===== src/rtl/core/assert_macros.svh =====
// Assertion macros for the RTL files of the fan voltage regulator.
// Depends on nothing; included by files that carry concurrent assertions.
`ifndef ASSERT_MACROS_SVH
`define ASSERT_MACROS_SVH

// Same-cycle implication, disabled while reset is held.
`define ASSERT_SAME(label, clk, rst_n, ante, cons) \
  label: assert property (@(posedge clk) disable iff (!rst_n) (ante) |-> (cons)) \
    else $error("assertion failed: same-cycle implication");

// Next-cycle implication, disabled while reset is held.
`define ASSERT_NEXT(label, clk, rst_n, ante, cons) \
  label: assert property (@(posedge clk) disable iff (!rst_n) (ante) |=> (cons)) \
    else $error("assertion failed: next-cycle implication");

`endif


===== src/rtl/core/fvir_pkg.sv =====
// Package for the fan voltage integral regulator: widths, constants and the
// ramp coefficient table. Depends on nothing.
`timescale 1ns / 1ps

package fvir_pkg;

  localparam int ADC_W      = 12;
  localparam int PERIOD_W   = 16;
  localparam int TEMP_W     = 16;
  localparam int INTEG_W    = 17;

  localparam int INTEG_LIMIT    = 4095 * 10;
  localparam int SCALE_SHIFT    = 12;
  localparam int START_LEVEL    = 1500;
  localparam int DEG_LOW        = 30;
  localparam int DEG_HIGH       = 60;
  localparam int DEG_SPAN       = DEG_HIGH - DEG_LOW;
  localparam int PWM_PERIOD_RST = 4095;

  // Fixed-point reciprocal of the ramp span, scaled by the degree offset.
  localparam int RAMP_SHIFT = 20;
  localparam int RAMP_ONE   = 1 << RAMP_SHIFT;
  localparam int COEF_W     = RAMP_SHIFT + 1;
  localparam int COEF_N     = 32;

  typedef logic [COEF_W-1:0] coef_tab_t [COEF_N];

  // Per-unit control: load commits state, sel marks that this unit owns the item.
  typedef struct packed {
    logic load;
    logic sel;
  } unit_ctrl_t;

  // Entry d is ceil(d * 2^20 / 30), so (x * entry) >> 20 equals floor(x * d / 30)
  // for every x below 2595 + 1.
  function automatic coef_tab_t build_coef();
    coef_tab_t t;
    for (int i = 0; i < COEF_N; i++) begin
      t[i] = COEF_W'((i * RAMP_ONE + DEG_SPAN - 1) / DEG_SPAN);
    end
    return t;
  endfunction

  localparam coef_tab_t RAMP_COEF = build_coef();

endpackage


===== src/rtl/core/fvir_in_if.sv =====
// Input channel of the fan voltage regulator: valid/ready plus one item.
// Depends on fvir_pkg for field widths.
`timescale 1ns / 1ps

interface fvir_in_if;
  logic                                  valid;
  logic                                  ready;
  logic                                  cmd;
  logic        [fvir_pkg::ADC_W-1:0]     adc_supply;
  logic        [fvir_pkg::ADC_W-1:0]     adc_fan_low;
  logic signed [fvir_pkg::TEMP_W-1:0]    temp_raw;
  logic                                  temp_valid;

  modport source (
    output valid, cmd, adc_supply, adc_fan_low, temp_raw, temp_valid,
    input  ready
  );
  modport sink (
    input  valid, cmd, adc_supply, adc_fan_low, temp_raw, temp_valid,
    output ready
  );
endinterface


===== src/rtl/core/fvir_out_if.sv =====
// Result channel of the fan voltage regulator: valid/ready plus one result.
// Depends on fvir_pkg for field widths.
`timescale 1ns / 1ps

interface fvir_out_if;
  logic                              valid;
  logic                              ready;
  logic [fvir_pkg::PERIOD_W-1:0]     pwm_compare;
  logic [fvir_pkg::ADC_W-1:0]        setpoint;

  modport source (
    output valid, pwm_compare, setpoint,
    input  ready
  );
  modport sink (
    input  valid, pwm_compare, setpoint,
    output ready
  );
endinterface


===== src/rtl/core/fvir_regulate.sv =====
// Integrator with saturation and PWM compare scaling for regulate steps.
// Depends on fvir_pkg.
`timescale 1ns / 1ps

module fvir_regulate (
  input  logic                              clk,
  input  logic                              rst_n,
  input  fvir_pkg::unit_ctrl_t              ctrl,
  input  logic [fvir_pkg::ADC_W-1:0]        adc_supply,
  input  logic [fvir_pkg::ADC_W-1:0]        adc_fan_low,
  input  logic [fvir_pkg::ADC_W-1:0]        target_level,
  input  logic [fvir_pkg::PERIOD_W-1:0]     pwm_period,
  output logic [fvir_pkg::PERIOD_W-1:0]     compare_after,
  output logic [fvir_pkg::PERIOD_W-1:0]     compare_held
);

  localparam logic signed [17:0] LIM = 18'(fvir_pkg::INTEG_LIMIT);

  logic signed [fvir_pkg::INTEG_W-1:0] integ_r;
  logic signed [fvir_pkg::INTEG_W-1:0] integ_nxt;
  logic [fvir_pkg::PERIOD_W-1:0]       cmp_r;
  logic [fvir_pkg::PERIOD_W-1:0]       cmp_nxt;

  logic [12:0]        diff;
  logic [11:0]        volts;
  logic signed [13:0] err;
  logic signed [17:0] sum;
  logic [12:0]        power;
  logic [27:0]        prod;

  always_comb begin
    diff  = {1'b0, adc_supply} - {1'b0, adc_fan_low};
    volts = diff[12] ? 12'd0 : diff[11:0];
    err   = $signed({2'b00, target_level}) - $signed({2'b00, volts});
    sum   = $signed({integ_r[16], integ_r}) + $signed({{4{err[13]}}, err});

    if (sum > LIM) begin
      integ_nxt = LIM[16:0];
    end else if (sum < -LIM) begin
      integ_nxt = 17'(-LIM);
    end else begin
      integ_nxt = sum[16:0];
    end

    // Power term is the integrator over eight; negative values give none.
    power = integ_nxt[16] ? 13'd0 : integ_nxt[15:3];
    prod  = {16'b0, power[11:0]} * {12'b0, pwm_period};
    // Anything above 4095 drives full scale.
    cmp_nxt = power[12] ? pwm_period : prod[27:fvir_pkg::SCALE_SHIFT];
  end

  always_ff @(posedge clk) begin
    if (!rst_n) begin
      integ_r <= '0;
      cmp_r   <= '0;
    end else if (ctrl.load) begin
      integ_r <= integ_nxt;
      cmp_r   <= cmp_nxt;
    end
  end

  assign compare_after = ctrl.sel ? cmp_nxt : cmp_r;
  assign compare_held  = cmp_r;

endmodule


===== src/rtl/core/fvir_setpoint.sv =====
// Temperature-to-setpoint curve and the target level register.
// Depends on fvir_pkg (constants and ramp coefficient table).
`timescale 1ns / 1ps

module fvir_setpoint (
  input  logic                               clk,
  input  logic                               rst_n,
  input  fvir_pkg::unit_ctrl_t               ctrl,
  input  logic [fvir_pkg::ADC_W-1:0]         adc_supply,
  input  logic signed [fvir_pkg::TEMP_W-1:0] temp_raw,
  input  logic                               temp_valid,
  output logic [fvir_pkg::ADC_W-1:0]         level,
  output logic [fvir_pkg::ADC_W-1:0]         level_after
);

  localparam logic [10:0] DEG_LO_C = 11'(fvir_pkg::DEG_LOW);
  localparam logic [10:0] DEG_HI_C = 11'(fvir_pkg::DEG_HIGH);
  localparam logic [11:0] START_C  = 12'(fvir_pkg::START_LEVEL);

  logic [11:0] level_r;
  logic [11:0] level_nxt;

  logic [14:0]                    temp_pos;
  logic [10:0]                    deg;
  logic [10:0]                    deg_off;
  logic [fvir_pkg::COEF_W-1:0]    coef;
  logic [11:0]                    span;
  logic [32:0]                    prod;

  always_comb begin
    temp_pos = temp_raw[15] ? 15'd0 : temp_raw[14:0];
    deg      = temp_pos[14:4];
    deg_off  = deg - DEG_LO_C;
    coef     = fvir_pkg::RAMP_COEF[deg_off[4:0]];
    span     = adc_supply - START_C;
    prod     = {21'b0, span} * {12'b0, coef};

    // With a supply under the start level the ramp never drops below the
    // supply, so the clamp always yields the supply itself.
    if (!temp_valid) begin
      level_nxt = adc_supply;
    end else if (deg <= DEG_LO_C) begin
      level_nxt = '0;
    end else if (deg > DEG_HI_C) begin
      level_nxt = adc_supply;
    end else if (adc_supply < START_C) begin
      level_nxt = adc_supply;
    end else begin
      level_nxt = START_C + prod[fvir_pkg::RAMP_SHIFT +: 12];
    end
  end

  always_ff @(posedge clk) begin
    if (!rst_n) begin
      level_r <= START_C;
    end else if (ctrl.load) begin
      level_r <= level_nxt;
    end
  end

  assign level       = level_r;
  assign level_after = ctrl.sel ? level_nxt : level_r;

endmodule


===== src/rtl/core/fan_voltage_integral_regulator_unit.sv =====
// Top level of the fan voltage integral regulator: input register, the two
// work units and the result register. Depends on fvir_pkg, the channel
// interfaces, fvir_regulate, fvir_setpoint and assert_macros.svh.
//
//   channel | direction | handshake     | payload
//   in_ch   | sink      | valid / ready | cmd, adc_supply, adc_fan_low, temp_raw, temp_valid
//   out_ch  | source    | valid / ready | pwm_compare, setpoint
//   cfg     | sink      | cfg_wr_en     | cfg_wr_data (pwm_period)
//
// Every item yields one result through the input register and then the result
// register, and a new item is taken in every cycle while results drain.
// The input register and the result register bound one combinational pass
// that includes the 12 x 16 compare scaling multiply.
// A stalled result holds the input register, which still takes an item the
// same cycle the result register frees up.
// Reset is synchronous and active low; it restores the period to 4095, the
// setpoint to 1500 and clears the integrator and the held compare value.
`timescale 1ns / 1ps
`include "assert_macros.svh"

module fan_voltage_integral_regulator_unit (
  input  logic                           clk,
  input  logic                           rst_n,
  fvir_in_if.sink                        in_ch,
  fvir_out_if.source                     out_ch,
  input  logic                           cfg_wr_en,
  input  logic [fvir_pkg::PERIOD_W-1:0]  cfg_wr_data
);

  // Configuration register: the user must write it only while the block is idle; the block does not enforce this.
  logic [fvir_pkg::PERIOD_W-1:0] pwm_period_r;

  // Input register holding the item under work.
  logic                                 s1_valid_r;
  logic                                 s1_cmd_r;
  logic [fvir_pkg::ADC_W-1:0]           s1_supply_r;
  logic [fvir_pkg::ADC_W-1:0]           s1_fan_r;
  logic signed [fvir_pkg::TEMP_W-1:0]   s1_temp_r;
  logic                                 s1_tvalid_r;

  // Result register.
  logic                                 out_valid_r;
  logic [fvir_pkg::PERIOD_W-1:0]        out_cmp_r;
  logic [fvir_pkg::ADC_W-1:0]           out_level_r;

  logic                                 advance;
  logic                                 in_take;
  fvir_pkg::unit_ctrl_t                 reg_ctrl;
  fvir_pkg::unit_ctrl_t                 sp_ctrl;
  logic [fvir_pkg::ADC_W-1:0]           level_cur;
  logic [fvir_pkg::ADC_W-1:0]           level_after;
  logic [fvir_pkg::PERIOD_W-1:0]        cmp_after;
  logic [fvir_pkg::PERIOD_W-1:0]        cmp_held;

  // The item in the input register moves on whenever the result register
  // is empty or its content is being taken this cycle.
  assign advance     = s1_valid_r && (!out_valid_r || out_ch.ready);
  assign in_ch.ready = !s1_valid_r || advance;
  assign in_take     = in_ch.valid && in_ch.ready;

  // A regulate step commits the integrator and compare value; a temperature
  // update commits the target level. The state of the other unit is held.
  assign reg_ctrl.sel  = !s1_cmd_r;
  assign reg_ctrl.load = advance && !s1_cmd_r;
  assign sp_ctrl.sel   = s1_cmd_r;
  assign sp_ctrl.load  = advance && s1_cmd_r;

  fvir_regulate u_regulate (
    .clk           (clk),
    .rst_n         (rst_n),
    .ctrl          (reg_ctrl),
    .adc_supply    (s1_supply_r),
    .adc_fan_low   (s1_fan_r),
    .target_level  (level_cur),
    .pwm_period    (pwm_period_r),
    .compare_after (cmp_after),
    .compare_held  (cmp_held)
  );

  fvir_setpoint u_setpoint (
    .clk         (clk),
    .rst_n       (rst_n),
    .ctrl        (sp_ctrl),
    .adc_supply  (s1_supply_r),
    .temp_raw    (s1_temp_r),
    .temp_valid  (s1_tvalid_r),
    .level       (level_cur),
    .level_after (level_after)
  );

  always_ff @(posedge clk) begin
    if (!rst_n) begin
      pwm_period_r <= fvir_pkg::PERIOD_W'(fvir_pkg::PWM_PERIOD_RST);
    end else if (cfg_wr_en) begin
      pwm_period_r <= cfg_wr_data;
    end
  end

  // Input register control.
  always_ff @(posedge clk) begin
    if (!rst_n) begin
      s1_valid_r <= 1'b0;
    end else if (in_ch.ready) begin
      s1_valid_r <= in_ch.valid;
    end
  end

  // Input register payload.
  always_ff @(posedge clk) begin
    if (in_take) begin
      s1_cmd_r    <= in_ch.cmd;
      s1_supply_r <= in_ch.adc_supply;
      s1_fan_r    <= in_ch.adc_fan_low;
      s1_temp_r   <= in_ch.temp_raw;
      s1_tvalid_r <= in_ch.temp_valid;
    end
  end

  // Result register control.
  always_ff @(posedge clk) begin
    if (!rst_n) begin
      out_valid_r <= 1'b0;
    end else if (advance) begin
      out_valid_r <= 1'b1;
    end else if (out_ch.ready) begin
      out_valid_r <= 1'b0;
    end
  end

  // Result register payload: both fields reflect the state after the item.
  always_ff @(posedge clk) begin
    if (advance) begin
      out_cmp_r   <= cmp_after;
      out_level_r <= level_after;
    end
  end

  assign out_ch.valid       = out_valid_r;
  assign out_ch.pwm_compare = out_cmp_r;
  assign out_ch.setpoint    = out_level_r;

  // An item that cannot move on must stay in the input register.
  `ASSERT_NEXT(a_s1_hold, clk, rst_n, s1_valid_r && !advance, s1_valid_r)
  // An item that moves on always shows up as a pending result.
  `ASSERT_NEXT(a_result_loaded, clk, rst_n, advance, out_ch.valid)
  // A temperature update reports the compare value left by the last regulate step.
  `ASSERT_NEXT(a_cmp_held, clk, rst_n, advance && s1_cmd_r,
               out_ch.pwm_compare == $past(cmp_held))
  // An invalid sensor reading sets the target to the supply reading.
  `ASSERT_NEXT(a_bad_sensor, clk, rst_n, advance && s1_cmd_r && !s1_tvalid_r,
               out_ch.setpoint == $past(s1_supply_r))

endmodule

===== src/flat_wrapper.sv =====
// flat-port wrapper written by rule: the top's interface ports become plain ports
module fan_voltage_integral_regulator_unit_flat 
  (clk, rst_n, cfg_wr_en, cfg_wr_data, in_ch_valid, in_ch_cmd, in_ch_adc_supply, in_ch_adc_fan_low, in_ch_temp_raw, in_ch_temp_valid, in_ch_ready, out_ch_valid, out_ch_pwm_compare, out_ch_setpoint, out_ch_ready);
  fvir_in_if in_ch_i ();
  fvir_out_if out_ch_i ();
  input  logic clk;
  input  logic rst_n;
  input  logic cfg_wr_en;
  input  logic [fvir_pkg::PERIOD_W-1:0] cfg_wr_data;
  input wire logic [$bits(in_ch_i.valid)-1:0] in_ch_valid;
  input wire logic [$bits(in_ch_i.cmd)-1:0] in_ch_cmd;
  input wire logic [$bits(in_ch_i.adc_supply)-1:0] in_ch_adc_supply;
  input wire logic [$bits(in_ch_i.adc_fan_low)-1:0] in_ch_adc_fan_low;
  input wire logic [$bits(in_ch_i.temp_raw)-1:0] in_ch_temp_raw;
  input wire logic [$bits(in_ch_i.temp_valid)-1:0] in_ch_temp_valid;
  output wire logic [$bits(in_ch_i.ready)-1:0] in_ch_ready;
  output wire logic [$bits(out_ch_i.valid)-1:0] out_ch_valid;
  output wire logic [$bits(out_ch_i.pwm_compare)-1:0] out_ch_pwm_compare;
  output wire logic [$bits(out_ch_i.setpoint)-1:0] out_ch_setpoint;
  input wire logic [$bits(out_ch_i.ready)-1:0] out_ch_ready;
  assign in_ch_i.valid = in_ch_valid;
  assign in_ch_i.cmd = in_ch_cmd;
  assign in_ch_i.adc_supply = in_ch_adc_supply;
  assign in_ch_i.adc_fan_low = in_ch_adc_fan_low;
  assign in_ch_i.temp_raw = in_ch_temp_raw;
  assign in_ch_i.temp_valid = in_ch_temp_valid;
  assign in_ch_ready = in_ch_i.ready;
  assign out_ch_valid = out_ch_i.valid;
  assign out_ch_pwm_compare = out_ch_i.pwm_compare;
  assign out_ch_setpoint = out_ch_i.setpoint;
  assign out_ch_i.ready = out_ch_ready;
  fan_voltage_integral_regulator_unit u_core (.clk(clk), .rst_n(rst_n), .in_ch(in_ch_i), .out_ch(out_ch_i), .cfg_wr_en(cfg_wr_en), .cfg_wr_data(cfg_wr_data));
endmodule

===== config.mk =====
export PLATFORM = sky130hd
export DESIGN_NAME = fan_voltage_integral_regulator_unit_flat
export DESIGN_NICKNAME = d
export VERILOG_FILES = /design/src/rtl/core/fvir_pkg.sv /design/src/rtl/core/fvir_in_if.sv /design/src/rtl/core/fvir_out_if.sv /design/src/rtl/core/fvir_regulate.sv /design/src/rtl/core/fvir_setpoint.sv /design/src/rtl/core/fan_voltage_integral_regulator_unit.sv /design/src/flat_wrapper.sv
export VERILOG_INCLUDE_DIRS = /design/src /design/src/rtl/core
export SDC_FILE = /design/constraint.sdc
export NUM_CORES = 1
export LEC_CHECK = 0
export ABC_CLOCK_PERIOD_IN_PS = 36900
export CAP_MARGIN = 10
export CORE_MARGIN = 5
export CORE_UTILIZATION = 40
export CTS_CLUSTER_SIZE = 8
export DETAILED_ROUTE_END_ITERATION = 7
export DONT_BUFFER_PORTS = 1
export GPL_TIMING_DRIVEN = 0
export PLACE_DENSITY_LB_ADDON = 0.05
export SYNTH_ARGS = -nofsm -noshare
export SYNTH_HDL_FRONTEND = slang
export SYNTH_SLANG_ARGS = --single-unit

===== constraint.sdc =====
create_clock -name clk -period 36.9 [get_ports clk]
set_input_delay 7.38 -clock clk [delete_from_list [all_inputs] [get_ports clk]]
set_output_delay 7.38 -clock clk [all_outputs]
set_load 0.02 [all_outputs]

==> results.cfg <==
[sta]
slew-limit-headroom_pct = 18.0
finalCritPeriodShare_pct = 41.6
clock-skew-final_ns = 0.0159
slew_viol_final = 0
whs_ns = 0.465
timing.final.crit_period_ns = 15.34
finalSetupTns_ns = 0
worstMarginPinSlew_ns = 1.23
rsz0062_at_grt = false
finalHoldViolations = 0
max_freq_mhz = 65.2
setup-violations-final = 0

[yosys]
avgSynthCellArea_um2 = 8.84
synth-warning-count = 0
yosysTopAreaCell = fa_1
syn_inst = 2220
yosysMostFrequentCell = inv_1
synth_area_leaders = fa_1 29%, ha_1 12%, edfxtp_1 10%, inv_1 6.7%, dfxtp_1 6.4%
synth.distinct_cells = 86
ys_seq_area_share_pct = 16.5
synth_edf_count = 66
ys_seq_elements = 129
synth_top_cell_area_share_pct = 28.8
synthArstFlopShare_pct = 0
syn-cell-area_mm2 = 0.0196
synthFlopType = edfxtp_1
syn-num-nets = 2746
ys_top_cells_by_count = 352 x inv_1, 282 x fa_1, 265 x nand2_1

[grt]
met2_usage_pct = 33.2
grt_pass1_wl_mm = 93.5
grt_max_degree = 39
top_usage_layer = met1
gr-total-overflow = 0
antenna_found_initial = 1
gr-usage-met1_pct = 36.0
grt_use_met3_pct = 2.61
grt_pass1_vias = 15800
grt_usage_pct = 22.5

[die]
row_count = 81
die_w_um = 231
fp.dieH_um = 231
die_area_mm2 = 0.0536
start_util_pct = 40.2
ios = 93
core_mm2 = 0.0487

[worst_hold_path]
hold_path_depth = 2
hp-class = flip-flop to flip-flop
hp-start = u_core.u_regulate.integ_r[0]
hold_end = u_core.u_regulate.integ_r[0]

[setup_path]
crit_fanout = 10
slowest_stage = a21oi_1
path_common_cell = o21ai_0
reg2reg_from = u_core.s1_supply_r[0]
crit_type = flip-flop to flip-flop
timing.rr.end = u_core.out_ch.pwm_compare[9]
slowest_delay_ns = 0.97
rrSetupSlack_ns = 21.56
worstPathRequired_ns = 37.09
r2r.worst_path.cells = 59
start_kind = flip-flop
arrival_ns = 15.53
crit_path_end_kind = flip-flop

[cells_and_area]
area_growth_pct = 7.43
stdcell_area_mm2 = 0.0211
fillers = 4883
drive_gt1_share_pct = 4.04
fin_nets = 2767
instances_no_fill = 2919

[clocking]
cts.repair.resized = 0
cts_tree = yes
cts_hold_buf = 0
cts_max_level = 4
cts_buffers = 17
clk_latency_ns = 0.44
clkTransAtPathRegs_ns = 0.06
clockRootBuffer = clkbuf_16
cts_buffer_depth = 2
postCtsSetupRepairBufs = 0
clock-sinks = 129

[placed_design]
dp.cells = 2885
placed_cell_area_mm2 = 0.0205
hpwl_mm = 49.2
port_buffers = 0
gp_congestion = 0.887

[drt]
via_count = 15400
wirelength_mm = 58.8
ant_nets = 0
wire_per_inst_um = 20.1
dr.first_iter.drc_count = 1016
routed_via_density = 5.26
drc = 0
drtPass1Iterations = 5

[run]
max_cap_violations = 0

[status]
status = finished, final reports clean
-- critical path: cells and delay by family, from the launching register on --
family | cells | cell delay (ns)
adders and majority gates | 10 | 4.41
muxes | 1 | 0.33
and+or+nand+nor | 10 | 1.46
buffers and inverters | 9 | 1.67
xor gates and xnor gates | 3 | 0.61
DFF | 1 | 0.53
AOI/OAI and AO/OA | 26 | 6.08
-- sequential cells by signal, indices dropped and copies added (netlist names), 12 cells and up --
name / count
u_core.u_setpoint.level: 12
u_core.pwm_period_r: 16
u_core.s1_fan_r: 12
u_core.s1_supply_r: 12
u_core.s1_temp_r: 12
u_core.out_ch.setpoint: 12
u_core.u_regulate.integ_r: 17
u_core.out_ch.pwm_compare: 16
u_core.u_regulate.compare_held: 16
-- final cells by class --
cell class | instances | area (um^2) | share of cell area (%)
multi-input combinational | 1660 | 14700 | 69.9
clock buffer | 18 | 450 | 2.14
clock inverter | 14 | 125 | 0.594
antenna | 1 | 2.50 | 0.0119
inverter | 352 | 1320 | 6.27
timing repair buffer | 2 | 35.0 | 0.166
buffer | 79 | 339 | 1.61
tap | 664 | 831 | 3.94
sequential | 129 | 3240 | 15.4
-- cell usage in the layout, fill, tap and decap left out, types with 8 or more instances in the layout --
cell,synthesis,routed
a211oi_1,17,17
a21o_1,34,34
a21oi_1,126,126
a22oi_1,13,13
a31oi_1,17,17
and2_1,77,76
and3_1,17,17
buf_2,8,8
clkbuf_1,65,65
clkbuf_16,0,18
dfxtp_1,63,63
edfxtp_1,66,66
fa_1,282,282
ha_1,181,181
inv_1,352,352
mux2i_1,29,29
nand2_1,265,265
nand2b_1,24,24
nand3_1,32,32
nand4_1,12,12
nor2_1,171,171
nor2b_1,17,17
nor3_1,29,29
o211ai_1,11,11
o21a_1,16,16
o21ai_0,71,71
o221a_2,9,9
or2_2,9,9
or3_1,9,9
xnor2_1,39,39
xor2_1,36,36
-- logic make-up after synthesis --
group,Yosys count,share of synthesized area (%)
AOI/OAI and AO/OA,386,12.7
xor gates and xnor gates,75,3.35
adders and majority gates,463,40.3
buffers and inverters,431,8.47
DFF,129,16.5
muxes,36,1.90
and+or+nand+nor,700,16.7
-- worst max path at each step --
stage / slack [ns] / startpoint / cells past startpoint / end
after floorplan: 21.81 / out_ch_ready / 2 / in_ch_ready
after global placement: 21.40 / u_core.s1_supply_r[0] / 57 / u_core.out_ch.pwm_compare[9]
after detailed placement: 21.70 / u_core.s1_supply_r[0] / 59 / u_core.out_ch.pwm_compare[9]
after CTS: 21.62 / u_core.s1_supply_r[0] / 59 / u_core.out_ch.pwm_compare[9]
after global routing: 20.17 / u_core.s1_supply_r[0] / 59 / u_core.out_ch.pwm_compare[9]
final: 21.56 / u_core.s1_supply_r[0] / 59 / u_core.out_ch.pwm_compare[9]
-- metal layers --
| metal | share of wire, % | wire (um) |
|---|---|---|
| met1 | 52 | 30600 |
| met2 | 42 | 24700 |
| met3 | 5.0 | 2960 |
| met4 | 0.96 | 564 |
| met5 | 0 | 0 |
-- through the flow --
stage          util, %  worst slack, ns
6_report          43.2            21.56
4_1_cts           43.2            21.62
3_3_place_gp      41.9            21.40
3_5_place_dp      42.0            21.70
5_1_grt           43.2            20.17
2_1_floorplan        -            21.81
Power is not shown: default switching activity piles up to over one toggle a cycle in this logic, so the estimate is an artifact.
